### config.mk
export PLATFORM = sky130hd
export DESIGN_NAME = wosc_ctrl
export DESIGN_NICKNAME = d
export VERILOG_FILES = /design/src/design/wosc_pkg.sv /design/src/design/wosc_ctrl.sv
export SDC_FILE = /design/constraint.sdc
export NUM_CORES = 1
export LEC_CHECK = 0
export ABC_AREA = 1
export BUFFER_PORTS_ARGS = -buffer_cell sky130_fd_sc_hd__buf_2
export CAP_MARGIN = 30
export CORE_UTILIZATION = 40
export CTS_BUF_LIST = sky130_fd_sc_hd__clkbuf_8
export DETAILED_ROUTE_END_ITERATION = 12
export HOLD_SLACK_MARGIN = 0.08
export PLACE_DENSITY = 0.72
export SYNTH_ARGS = -nofsm -noshare
export SYNTH_HDL_FRONTEND = slang
export SYNTH_SLANG_ARGS = --single-unit
### constraint.sdc
create_clock -name aclk -period 3.1 [get_ports aclk]
set_clock_uncertainty 0.05 [all_clocks]
set_input_delay 0.155 -clock aclk [delete_from_list [all_inputs] [get_ports aclk]]
set_output_delay 0.155 -clock aclk [all_outputs]
set_load 0.02 [all_outputs]
### src/design/wosc_pkg.sv
package wosc_pkg;

    // Defaults for the top-level parameters
    localparam int MAX_LOG2_POINTS_DEF = 11;
    localparam int SAMPLE_BITS_DEF     = 24;

    // Input transaction fields
    localparam int CMD_W   = 2;
    localparam int FREQ_W  = 32;
    localparam int ADDR_W  = 12;
    localparam int VAL_W   = 24;
    localparam int PHASE_W = 32;

    // Packing of s_axis_tdata, lowest field first
    localparam int FREQ_LSB   = 0;
    localparam int ADDR_LSB   = FREQ_LSB + FREQ_W;
    localparam int VAL_LSB    = ADDR_LSB + ADDR_W;
    localparam int PHASE_LSB  = VAL_LSB + VAL_W;
    localparam int S_FIELDS_W = PHASE_LSB + PHASE_W;
    localparam int S_TDATA_W  = ((S_FIELDS_W + 7) / 8) * 8;

    // Configuration port
    localparam int CFG_IDX_W = 2;
    localparam int CFG_W     = 36;
    localparam int LP_W      = 4;
    localparam int LPE_W     = 5;

    localparam logic [LP_W-1:0]  LOG2_POINTS_RST = 4'd9;
    localparam logic [CFG_W-1:0] INC_SCALE_RST   = 36'd5864062015;

    // Interpolation arithmetic
    localparam int FRAC_W  = 16;
    localparam int COEF_W  = 28;
    localparam int T_W     = 48;
    localparam int PROD_W  = T_W + FRAC_W + 1;
    localparam int PINC_W  = FREQ_W + PHASE_W + 1;

    typedef enum logic [CMD_W-1:0] {
        CMD_SAMPLE = 2'd0,
        CMD_WRITE  = 2'd1,
        CMD_PHASE  = 2'd2
    } cmd_e_t;

    typedef enum logic [CFG_IDX_W-1:0] {
        REG_LOG2_POINTS = 2'd0,
        REG_TABLE_VALID = 2'd1,
        REG_INC_SCALE   = 2'd2
    } reg_idx_t;

    typedef enum logic [3:0] {
        ST_IDLE,
        ST_READ,
        ST_GATHER,
        ST_COEF,
        ST_MUL0,
        ST_ACC0,
        ST_MUL1,
        ST_ACC1,
        ST_MUL2,
        ST_ACC2,
        ST_OUT
    } state_t;

    typedef enum logic {
        MSEL_C3,
        MSEL_T
    } mul_sel_t;

    typedef enum logic [1:0] {
        ACC_C2,
        ACC_C1,
        ACC_B
    } acc_sel_t;

    typedef struct packed {
        logic     capture;
        logic     tbl_wr;
        logic     ph_load;
        logic     clr_t;
        logic     rd_en;
        logic [1:0] rd_ofs;
        logic     word_shift;
        logic     coef_en;
        logic     mul_en;
        mul_sel_t mul_sel;
        logic     acc_en;
        acc_sel_t acc_sel;
        logic     ph_mul;
        logic     ph_upd;
        logic     out_load;
    } dp_cmd_t;

    typedef struct packed {
        logic table_valid;
    } dp_stat_t;

endpackage

### src/design/wosc_ctrl.sv
module wosc_ctrl (
    input  logic                         aclk,
    input  logic                         aresetn,
    input  logic                         s_valid,
    input  logic [wosc_pkg::CMD_W-1:0]   s_cmd,
    output logic                         s_ready,
    output logic                         m_valid,
    input  logic                         m_ready,
    input  wosc_pkg::dp_stat_t           stat,
    output wosc_pkg::dp_cmd_t            cmd
);
    import wosc_pkg::*;

    state_t     state_reg, state_next;
    logic [1:0] rd_cnt_reg, rd_cnt_next;
    logic       m_valid_reg, m_valid_next;
    logic       out_free;

    assign out_free = !m_valid_reg || m_ready;
    assign m_valid  = m_valid_reg;

    // Next state
    always_comb begin
        state_next  = state_reg;
        rd_cnt_next = 2'd0;
        case (state_reg)
            ST_IDLE: begin
                if (s_valid && cmd_e_t'(s_cmd) == CMD_SAMPLE) begin
                    state_next = stat.table_valid ? ST_READ : ST_OUT;
                end
            end
            ST_READ: begin
                rd_cnt_next = 2'(rd_cnt_reg + 2'd1);
                if (rd_cnt_reg == 2'd3) begin
                    state_next = ST_GATHER;
                end
            end
            ST_GATHER: state_next = ST_COEF;
            ST_COEF:   state_next = ST_MUL0;
            ST_MUL0:   state_next = ST_ACC0;
            ST_ACC0:   state_next = ST_MUL1;
            ST_MUL1:   state_next = ST_ACC1;
            ST_ACC1:   state_next = ST_MUL2;
            ST_MUL2:   state_next = ST_ACC2;
            ST_ACC2:   state_next = ST_OUT;
            ST_OUT: begin
                if (out_free) begin
                    state_next = ST_IDLE;
                end
            end
            default:   state_next = ST_IDLE;
        endcase
    end

    // Datapath commands
    always_comb begin
        cmd     = '0;
        s_ready = (state_reg == ST_IDLE);
        case (state_reg)
            ST_IDLE: begin
                if (s_valid) begin
                    case (cmd_e_t'(s_cmd))
                        CMD_SAMPLE: begin
                            cmd.capture = 1'b1;
                            cmd.clr_t   = !stat.table_valid;
                        end
                        CMD_WRITE: cmd.tbl_wr  = 1'b1;
                        CMD_PHASE: cmd.ph_load = 1'b1;
                        default: ;
                    endcase
                end
            end
            ST_READ: begin
                cmd.rd_en      = 1'b1;
                cmd.rd_ofs     = rd_cnt_reg;
                cmd.word_shift = (rd_cnt_reg != 2'd0);
            end
            ST_GATHER: cmd.word_shift = 1'b1;
            ST_COEF:   cmd.coef_en    = 1'b1;
            ST_MUL0: begin
                cmd.mul_en  = 1'b1;
                cmd.mul_sel = MSEL_C3;
                cmd.ph_mul  = 1'b1;
            end
            ST_ACC0: begin
                cmd.acc_en  = 1'b1;
                cmd.acc_sel = ACC_C2;
            end
            ST_MUL1: begin
                cmd.mul_en  = 1'b1;
                cmd.mul_sel = MSEL_T;
            end
            ST_ACC1: begin
                cmd.acc_en  = 1'b1;
                cmd.acc_sel = ACC_C1;
            end
            ST_MUL2: begin
                cmd.mul_en  = 1'b1;
                cmd.mul_sel = MSEL_T;
            end
            ST_ACC2: begin
                cmd.acc_en  = 1'b1;
                cmd.acc_sel = ACC_B;
            end
            ST_OUT: begin
                cmd.out_load = out_free;
                cmd.ph_upd   = out_free && stat.table_valid;
            end
            default: ;
        endcase
    end

    // Output valid: set on load, drop once taken
    always_comb begin
        m_valid_next = m_valid_reg;
        if (cmd.out_load) begin
            m_valid_next = 1'b1;
        end else if (m_ready) begin
            m_valid_next = 1'b0;
        end
    end

    always_ff @(posedge aclk) begin
        if (!aresetn) begin
            state_reg   <= ST_IDLE;
            rd_cnt_reg  <= 2'd0;
            m_valid_reg <= 1'b0;
        end else begin
            state_reg   <= state_next;
            rd_cnt_reg  <= rd_cnt_next;
            m_valid_reg <= m_valid_next;
        end
    end

`ifndef SYNTH
    a_no_overwrite: assert property (@(posedge aclk) disable iff (!aresetn)
        cmd.out_load |-> (!m_valid_reg || m_ready))
        else $error("output register loaded while a result is still pending");

    a_valid_from_out: assert property (@(posedge aclk) disable iff (!aresetn)
        $rose(m_valid_reg) |-> $past(state_reg == ST_OUT))
        else $error("result appeared outside the output state");

    a_side_effects_on_accept: assert property (@(posedge aclk) disable iff (!aresetn)
        (cmd.tbl_wr || cmd.ph_load || cmd.capture) |-> (s_valid && s_ready))
        else $error("table or phase touched without an accepted transaction");

    a_four_reads: assert property (@(posedge aclk) disable iff (!aresetn)
        (state_reg == ST_GATHER) |-> ($past(state_reg == ST_READ) && $past(rd_cnt_reg) == 2'd3))
        else $error("gather entered before all four table reads were issued");
`endif

endmodule

==> results of run 1 <==
-- cells by family after synthesis --
family | after synthesis | share of synthesized area, %
buffers and inverters | 23 | 15.72
adders and majority gates | 2 | 4.366
DFF | 7 | 24.45
AOI/OAI and AO/OA | 8 | 8.296
and+or+nand+nor | 51 | 47.16
-- per-layer routing --
| layer | up-vias | GRT usage, % | wire length (um) |
|---|---|---|---|
| met4 | 0 | 12.07 | 23 |
| met5 | - | 0 | 0 |
| met2 | 18 | 30.33 | 657 |
| li1 | 338 | - | - |
| met1 | 272 | 26.94 | 632 |
| met3 | 5 | 3.409 | 63 |
-- power groups by stage --
stage / Sequential, mW / Clock, mW / Combinational, mW
6_report: 0.135 / 0.125 / 0.327
5_1_grt: 0.138 / 0.133 / 0.361
4_1_cts: 0.134 / 0.127 / 0.327
3_5_place_dp: 0.136 / 0 / 0.325
3_3_place_gp: 0.134 / 0 / 0.320
2_1_floorplan: 0.131 / 0 / 0.250
-- worst max path at each step --
stage / startpoint / end / slack [ns] / cells after the start
after floorplan: state_reg[3] / cmd[14] / 1.57 / 3
after global placement: state_reg[3] / cmd[9] / 1.74 / 6
after detailed placement: state_reg[3] / cmd[9] / 1.71 / 6
after CTS: state_reg[3] / cmd[9] / 1.47 / 6
after global routing: state_reg[0] / cmd[9] / 1.30 / 7
final: state_reg[0] / cmd[9] / 1.47 / 7
-- final cells by class --
class | instances | area [um^2]
clock buffers | 3 | 41.29
clock inverters | 1 | 3.754
fillers | 129 | 563.0
inverters | 22 | 82.58
multi-input cells | 61 | 342.8
flip-flops and latches | 7 | 140.1
well taps | 15 | 18.77
repair buffers | 25 | 125.1
-- synthesized netlist by cell type --
master,n
sky130_fd_sc_hd__nor2_4,2
sky130_fd_sc_hd__o21ai_1,1
sky130_fd_sc_hd__nor2_2,9
sky130_fd_sc_hd__nor2_1,9
sky130_fd_sc_hd__nor3_2,1
sky130_fd_sc_hd__and3_1,1
sky130_fd_sc_hd__o22ai_1,1
sky130_fd_sc_hd__ha_1,2
sky130_fd_sc_hd__a21oi_2,1
sky130_fd_sc_hd__a21oi_1,3
sky130_fd_sc_hd__nor3_1,3
sky130_fd_sc_hd__o21ai_0,1
sky130_fd_sc_hd__nand4_1,1
sky130_fd_sc_hd__inv_1,15
sky130_fd_sc_hd__nand2_2,2
sky130_fd_sc_hd__dfxtp_1,7
sky130_fd_sc_hd__inv_2,7
sky130_fd_sc_hd__nand3_1,7
sky130_fd_sc_hd__nor4_1,2
sky130_fd_sc_hd__nand2_1,13
sky130_fd_sc_hd__buf_4,1
sky130_fd_sc_hd__o211ai_1,1
sky130_fd_sc_hd__nand2_4,1
-- worst min-delay path, stage by stage --
cell,delay (ns)
sky130_fd_sc_hd__buf_2,0.11
sky130_fd_sc_hd__nand2_1,0.07
sky130_fd_sc_hd__a21oi_1,0.04
-- per-stage QoR --
stage / worst slack, ns / std cells / util (%)
4_1_cts: 1.467 / 134 / 57.27
6_report: 1.471 / 134 / 57.27
3_3_place_gp: 1.739 / 130 / 53.85
5_1_grt: 1.300 / 134 / 57.27
3_5_place_dp: 1.709 / 130 / 53.85
2_1_floorplan: 1.570 / 91 / -
==> run_summary.xml, run 1 <==
<?xml version="1.0" encoding="UTF-8"?>
<metrics>
  <group name="clock_tree">
    <metric name="cts.htree.levels" unit="">1</metric>
    <metric name="buffer_count_from_post_cts_setup_fixing" unit="">0</metric>
    <metric name="tritoncts.num_buffers" unit="">3</metric>
    <metric name="cts_tree" unit="">done</metric>
    <metric name="cts_sinks" unit="">7</metric>
    <metric name="root_buffer" unit="">sky130_fd_sc_hd__clkbuf_8</metric>
    <metric name="post_cts.resized_instances" unit="">0</metric>
    <metric name="clkSlewWorstSetupHoldPaths" unit="ns">0.04</metric>
    <metric name="clockBufferDepth" unit="">2</metric>
    <metric name="clock_latency" unit="ns">0.23</metric>
    <metric name="cts_hold_repair.buffers" unit="">0</metric>
  </group>
  <group name="critical_path">
    <metric name="start_to_end_type_of_the_worst_setup_path" unit="">register to output pin</metric>
    <metric name="rr_endpoint" unit="">state_reg[0]</metric>
    <metric name="worst_path_most_repeated_cell" unit="">sky130_fd_sc_hd__inv_2</metric>
    <metric name="setup.worst_path.end_class" unit="">output pin</metric>
    <metric name="cpPeakStageDelay" unit="ns">0.48</metric>
    <metric name="crit_path_cells" unit="">inv_2 -&gt; nor2_2 -&gt; inv_2 -&gt; nor2_4 -&gt; inv_2 -&gt; o21ai_1 -&gt; buf_2</metric>
    <metric name="rr_worst_depth" unit="">7</metric>
    <metric name="data_required_time_of_the_critical_path" unit="ns">2.89</metric>
    <metric name="r2r_start" unit="">state_reg[1]</metric>
    <metric name="worstPathMaxFanout" unit="">6</metric>
    <metric name="crit_path_top_delay_cell" unit="">sky130_fd_sc_hd__dfxtp_1</metric>
    <metric name="rrSetupSlack" unit="ns">1.78</metric>
    <metric name="worst_ep_arrival_time" unit="ns">1.42</metric>
    <metric name="worstPathBufferInverterCount" unit="">4</metric>
    <metric name="cp_top_family" unit="">flip-flops</metric>
    <metric name="startpoint_type" unit="">register</metric>
  </group>
  <group name="power">
    <metric name="p_leak" unit="nW">0.4172</metric>
    <metric name="power.clock.fraction" unit="%">21.3</metric>
    <metric name="internal-power" unit="mW">0.2981</metric>
    <metric name="sequentialPowerShare" unit="%">23.0</metric>
    <metric name="p_sw_share" unit="%">49.22</metric>
    <metric name="post-layout-total-power" unit="mW">0.5870</metric>
    <metric name="part_of_the_total_power_dissipated_in_combinational_logic" unit="%">55.7</metric>
    <metric name="power_density" unit="mW/mm^2">778.0</metric>
    <metric name="netSwitchingPower" unit="mW">0.2889</metric>
    <metric name="irDropWorstVdd" unit="mV">0.3724</metric>
  </group>
  <group name="placement">
    <metric name="place_congestion" unit="">0.9070</metric>
    <metric name="port_buffers" unit="">25</metric>
    <metric name="detailed_place_hpwl" unit="mm">1.142</metric>
    <metric name="post_dp_cell_area" unit="um^2">709.4</metric>
  </group>
  <group name="global_routing">
    <metric name="gr-usage-all-layers" unit="%">20.40</metric>
    <metric name="number_of_antenna_violations_at_the_first_check_in_global_routing" unit="">0</metric>
    <metric name="grt_max_degree" unit="">8</metric>
    <metric name="first_pass_grt_wire_length" unit="mm">2.111</metric>
    <metric name="gr-total-overflow" unit="">0</metric>
    <metric name="first_global_vias" unit="">527</metric>
  </group>
  <group name="route">
    <metric name="drt_first_pass_iters" unit="">5</metric>
    <metric name="drt_wl_total" unit="mm">1.377</metric>
    <metric name="drt_first_iter_violations" unit="">11</metric>
    <metric name="detail-route-antenna-nets" unit="">0</metric>
    <metric name="via_density_per_instance" unit="">4.724</metric>
    <metric name="drt-wirelength-per-cell" unit="um">10.28</metric>
    <metric name="num_vias" unit="">633</metric>
    <metric name="drc" unit="">0</metric>
  </group>
  <group name="finish">
    <metric name="design.final.nets" unit="">129</metric>
    <metric name="final_cell_area" unit="um^2">754.5</metric>
    <metric name="largest_register_ffs" unit="">4</metric>
    <metric name="areaGrowthSynthToFinish" unit="%">31.66</metric>
    <metric name="layout.cells.most_common_list" unit="">sky130_fd_sc_hd__buf_2, sky130_fd_sc_hd__inv_1, sky130_fd_sc_hd__nand2_1</metric>
    <metric name="final_layout_size_suffix_gt1_share" unit="%">42.86</metric>
    <metric name="layout.cells.most_common" unit="">sky130_fd_sc_hd__buf_2</metric>
    <metric name="diodes" unit="">0</metric>
  </group>
  <group name="logic_synthesis">
    <metric name="yosysWarnings" unit="">0</metric>
    <metric name="syn-instance-count" unit="">91</metric>
    <metric name="synth_cell_type_count" unit="">23</metric>
    <metric name="synth_area_leaders" unit="">sky130_fd_sc_hd__dfxtp_1, sky130_fd_sc_hd__inv_1, sky130_fd_sc_hd__nor2_2</metric>
    <metric name="share_of_the_yosys_chip_area_belonging_to_registers" unit="%">24.45</metric>
    <metric name="postSynthNetCount" unit="">100</metric>
    <metric name="postSynthRegisterBits" unit="">7</metric>
    <metric name="yosys.area.top_type" unit="">sky130_fd_sc_hd__dfxtp_1</metric>
    <metric name="synth_area_per_cell" unit="um^2">6.297</metric>
    <metric name="post-synth-top-area-fraction" unit="%">24.45</metric>
    <metric name="synth.cell_area" unit="um^2">573.1</metric>
  </group>
  <group name="status">
    <metric name="run_status" unit="">finished, final reports clean</metric>
  </group>
  <group name="sta">
    <metric name="finalSetupTns" unit="ns">0</metric>
    <metric name="timing.final.max_slew_violations" unit="">0</metric>
    <metric name="fmax" unit="GHz">0.6139</metric>
    <metric name="maxSlewHeadroom" unit="%">79.00</metric>
    <metric name="grt_setup_unrepaired" unit="">false</metric>
    <metric name="timing.final.setup_violations" unit="">0</metric>
    <metric name="final_min_period_over_clock_period" unit="%">52.55</metric>
    <metric name="worst_slew_pin_slew" unit="ns">0.3126</metric>
    <metric name="finalWorstPathRequiredPeriod" unit="ns">1.629</metric>
    <metric name="hold_viol" unit="">0</metric>
    <metric name="timing.hold.ws" unit="ns">0.1459</metric>
  </group>
  <group name="flow_run">
    <metric name="max_cap_violations" unit="">0</metric>
  </group>
  <group name="floorplanning">
    <metric name="floorplan.initialDensity" unit="%">43.49</metric>
    <metric name="die_width" unit="um">39.85</metric>
    <metric name="io_pins" unit="">26</metric>
    <metric name="die_area" unit="mm^2">0.001588</metric>
    <metric name="row_count" unit="">13</metric>
    <metric name="core" unit="mm^2">0.001318</metric>
    <metric name="height_of_the_chip" unit="um">39.85</metric>
  </group>
  <group name="worst_hold_path">
    <metric name="hold_path.startpoint" unit="">aresetn</metric>
    <metric name="timing.hold.worst.class" unit="">primary input to register</metric>
    <metric name="whs_endpoint" unit="">state_reg[3]</metric>
    <metric name="timing.hold.worst_path_depth" unit="">3</metric>
  </group>
</metrics>
No activity file was read; power rests on OpenSTA's default activity.
==> inputs of run 2 (changes only) <==
==> constraint.sdc (replaced) <==
create_clock -name aclk -period 1.5 [get_ports aclk]
set_clock_uncertainty 0.05 [all_clocks]
set_input_delay 0.075 -clock aclk [delete_from_list [all_inputs] [get_ports aclk]]
set_output_delay 0.075 -clock aclk [all_outputs]
set_load 0.02 [all_outputs]
==> run 2 against run 1 <==
Net effect: sequential share of layout area shrank 0.42 points; combinational power grew 120%; power grew 110%; critical path depth shrank 2; clock power grew 100%; core utilization grew 4.5 points; sequential power grew 110%; critical path type unchanged.
==> run_summary.xml, run 2 (same netlist as run 1, synthesis figures left out) <==
<?xml version="1.0" encoding="UTF-8"?>
<metrics>
  <group name="finish">
    <metric name="largest_register_ffs" unit="">4</metric>
    <metric name="diodes" unit="">0</metric>
    <metric name="multiInputGateArea" unit="um^2">364.1</metric>
    <metric name="layout.cells.most_common" unit="">sky130_fd_sc_hd__buf_2</metric>
    <metric name="post_layout_nonfiller_instances" unit="">137</metric>
    <metric name="layout.cells.most_common_list" unit="">sky130_fd_sc_hd__buf_2, sky130_fd_sc_hd__inv_1, sky130_fd_sc_hd__nand2_1</metric>
    <metric name="areaGrowthSynthToFinish" unit="%">41.92</metric>
    <metric name="final_cell_area" unit="um^2">813.3</metric>
    <metric name="n_fill_cell" unit="">122</metric>
    <metric name="design.final.nets" unit="">132</metric>
    <metric name="seqCellArea" unit="um^2">147.6</metric>
    <metric name="final_layout_size_suffix_gt1_share" unit="%">49.18</metric>
    <metric name="utilization" unit="%">61.73</metric>
  </group>
  <group name="route">
    <metric name="drc" unit="">0</metric>
    <metric name="drt_first_iter_violations" unit="">26</metric>
    <metric name="drt_first_pass_iters" unit="">4</metric>
    <metric name="via_density_per_instance" unit="">4.796</metric>
    <metric name="drt-wirelength-per-cell" unit="um">9.847</metric>
    <metric name="drt_wl_total" unit="mm">1.349</metric>
    <metric name="detail-route-antenna-nets" unit="">0</metric>
    <metric name="num_vias" unit="">657</metric>
  </group>
  <group name="power">
    <metric name="power_density" unit="mW/mm^2">1539</metric>
    <metric name="irDropWorstVdd" unit="mV">1.132</metric>
    <metric name="p_leak" unit="nW">0.4386</metric>
    <metric name="post-layout-total-power" unit="mW">1.252</metric>
  </group>
  <group name="placement">
    <metric name="port_buffers" unit="">25</metric>
    <metric name="detailed_place_hpwl" unit="mm">1.105</metric>
    <metric name="post_dp_cell_area" unit="um^2">724.4</metric>
    <metric name="place_congestion" unit="">0.7736</metric>
    <metric name="placed_cells_incl_taps" unit="">132</metric>
  </group>
  <group name="sta">
    <metric name="timing.final.max_slew_violations" unit="">0</metric>
    <metric name="hold_viol" unit="">0</metric>
    <metric name="final_min_period_over_clock_period" unit="%">94.27</metric>
    <metric name="timing.final.setup_violations" unit="">0</metric>
    <metric name="grt_setup_unrepaired" unit="">false</metric>
    <metric name="fmax" unit="GHz">0.7072</metric>
    <metric name="worst_slew_pin_slew" unit="ns">0.2840</metric>
    <metric name="maxSlewHeadroom" unit="%">80.92</metric>
    <metric name="finalSetupTns" unit="ns">0</metric>
    <metric name="finalWorstPathRequiredPeriod" unit="ns">1.414</metric>
  </group>
  <group name="critical_path">
    <metric name="crit_path_cells" unit="">nor2_4 -&gt; buf_4 -&gt; nand2_4 -&gt; nor3_1 -&gt; buf_2</metric>
    <metric name="rr_worst_depth" unit="">7</metric>
    <metric name="cpPeakStageDelay" unit="ns">0.34</metric>
    <metric name="worstPathMaxFanout" unit="">6</metric>
    <metric name="rrSetupSlack" unit="ns">0.30</metric>
    <metric name="startpoint_type" unit="">register</metric>
    <metric name="setup.worst_path.end_class" unit="">output pin</metric>
    <metric name="crit_path_top_delay_cell" unit="">sky130_fd_sc_hd__dfxtp_2</metric>
    <metric name="start_to_end_type_of_the_worst_setup_path" unit="">register to output pin</metric>
    <metric name="rr_endpoint" unit="">state_reg[3]</metric>
    <metric name="worst_ep_arrival_time" unit="ns">1.29</metric>
    <metric name="r2r_start" unit="">state_reg[2]</metric>
    <metric name="data_required_time_of_the_critical_path" unit="ns">1.37</metric>
  </group>
  <group name="worst_hold_path">
    <metric name="timing.hold.worst_path_depth" unit="">4</metric>
    <metric name="hold_path.startpoint" unit="">m_ready</metric>
    <metric name="timing.hold.worst.class" unit="">primary input to register</metric>
    <metric name="whs_endpoint" unit="">state_reg[3]</metric>
  </group>
  <group name="clock_tree">
    <metric name="clockBufferDepth" unit="">2</metric>
    <metric name="tritoncts.num_buffers" unit="">3</metric>
    <metric name="cts_tree" unit="">done</metric>
    <metric name="root_buffer" unit="">sky130_fd_sc_hd__clkbuf_8</metric>
    <metric name="buffer_count_from_post_cts_setup_fixing" unit="">0</metric>
    <metric name="clkSlewWorstSetupHoldPaths" unit="ns">0.04</metric>
    <metric name="cts_sinks" unit="">7</metric>
    <metric name="clock_latency" unit="ns">0.22</metric>
    <metric name="cts.htree.levels" unit="">1</metric>
  </group>
  <group name="status">
    <metric name="run_status" unit="">finished, final reports clean</metric>
  </group>
  <group name="floorplanning">
    <metric name="die_width" unit="um">39.85</metric>
    <metric name="floorplan.initialDensity" unit="%">43.49</metric>
    <metric name="height_of_the_chip" unit="um">39.85</metric>
    <metric name="row_count" unit="">13</metric>
    <metric name="die_area" unit="mm^2">0.001588</metric>
    <metric name="core" unit="mm^2">0.001318</metric>
    <metric name="io_pins" unit="">26</metric>
  </group>
  <group name="global_routing">
    <metric name="number_of_antenna_violations_at_the_first_check_in_global_routing" unit="">0</metric>
    <metric name="first_global_vias" unit="">461</metric>
    <metric name="grt_max_degree" unit="">8</metric>
    <metric name="gr-usage-all-layers" unit="%">16.94</metric>
    <metric name="gr-total-overflow" unit="">0</metric>
    <metric name="first_pass_grt_wire_length" unit="mm">1.842</metric>
  </group>
  <group name="flow_run">
    <metric name="max_cap_violations" unit="">0</metric>
  </group>
</metrics>
-- run 2: repair_timing --
action | in CTS | in global routing
pin swaps | 0 | 1
hold endpoints to repair | 1 | 0
endpoints found under the setup margin | 4 | 8
hold buffers | 1 | 0
gates resized for setup | 2 | 9
-- run 2: area by class of cell --
class / instances / share of cell area [%]
clock buffer: 3 / 5.077
timing repair buffer: 28 / 19.08
multi-input combinational: 61 / 44.77
sequential: 7 / 18.15
tap: 15 / 2.308
clock inverter: 1 / 0.4615
inverter: 22 / 10.15
-- run 2: power breakdown --
part | switching, mW | leakage, nW | internal, mW
sequential | 0.0598 | 0.0589 | 0.230
clock | 0.0738 | 0.0269 | 0.176
combinational | 0.466 | 0.353 | 0.245
-- run 2: per-stage QoR --
| step | worst slack (ns) | hold WS [ns] |
|---|---|---|
| floorplan | 0.05011 | 0.1480 |
| global placement | 0.2415 | 0.2850 |
| detailed placement | 0.1725 | 0.2832 |
| CTS | 0.01817 | 0.1726 |
| global route | 0.002928 | 0.2022 |
| finish | 0.08590 | 0.1710 |
-- run 2: worst max-delay path by stage --
stage / from / end / slack, ns / depth (start not counted)
3_5_place_dp: state_reg[0] / cmd[9] / 0.17 / 7
6_report: state_reg[2] / cmd[13] / 0.09 / 5
4_1_cts: state_reg[1] / cmd[1] / 0.02 / 5
5_1_grt: state_reg[0] / cmd[9] / 0.003 / 7
2_1_floorplan: state_reg[3] / cmd[14] / 0.05 / 3
3_3_place_gp: state_reg[0] / cmd[9] / 0.24 / 7
-- run 2: critical path: cells and delay by family (launching register included) --
family / cells / cell delay, ns
buffers and inverters: 2 / 0.35
DFF: 1 / 0.34
and+or+nand+nor: 3 / 0.38
-- run 2: routing by layer --
metal / up-vias / share of wire [%] / track usage [%]
li1: 344 / - / -
met1: 292 / 45 / 25.00
met2: 21 / 49 / 25.00
met3: 0 / 5.6 / 1.705
met4: 0 / 0 / 5.172
met5: - / 0 / 0
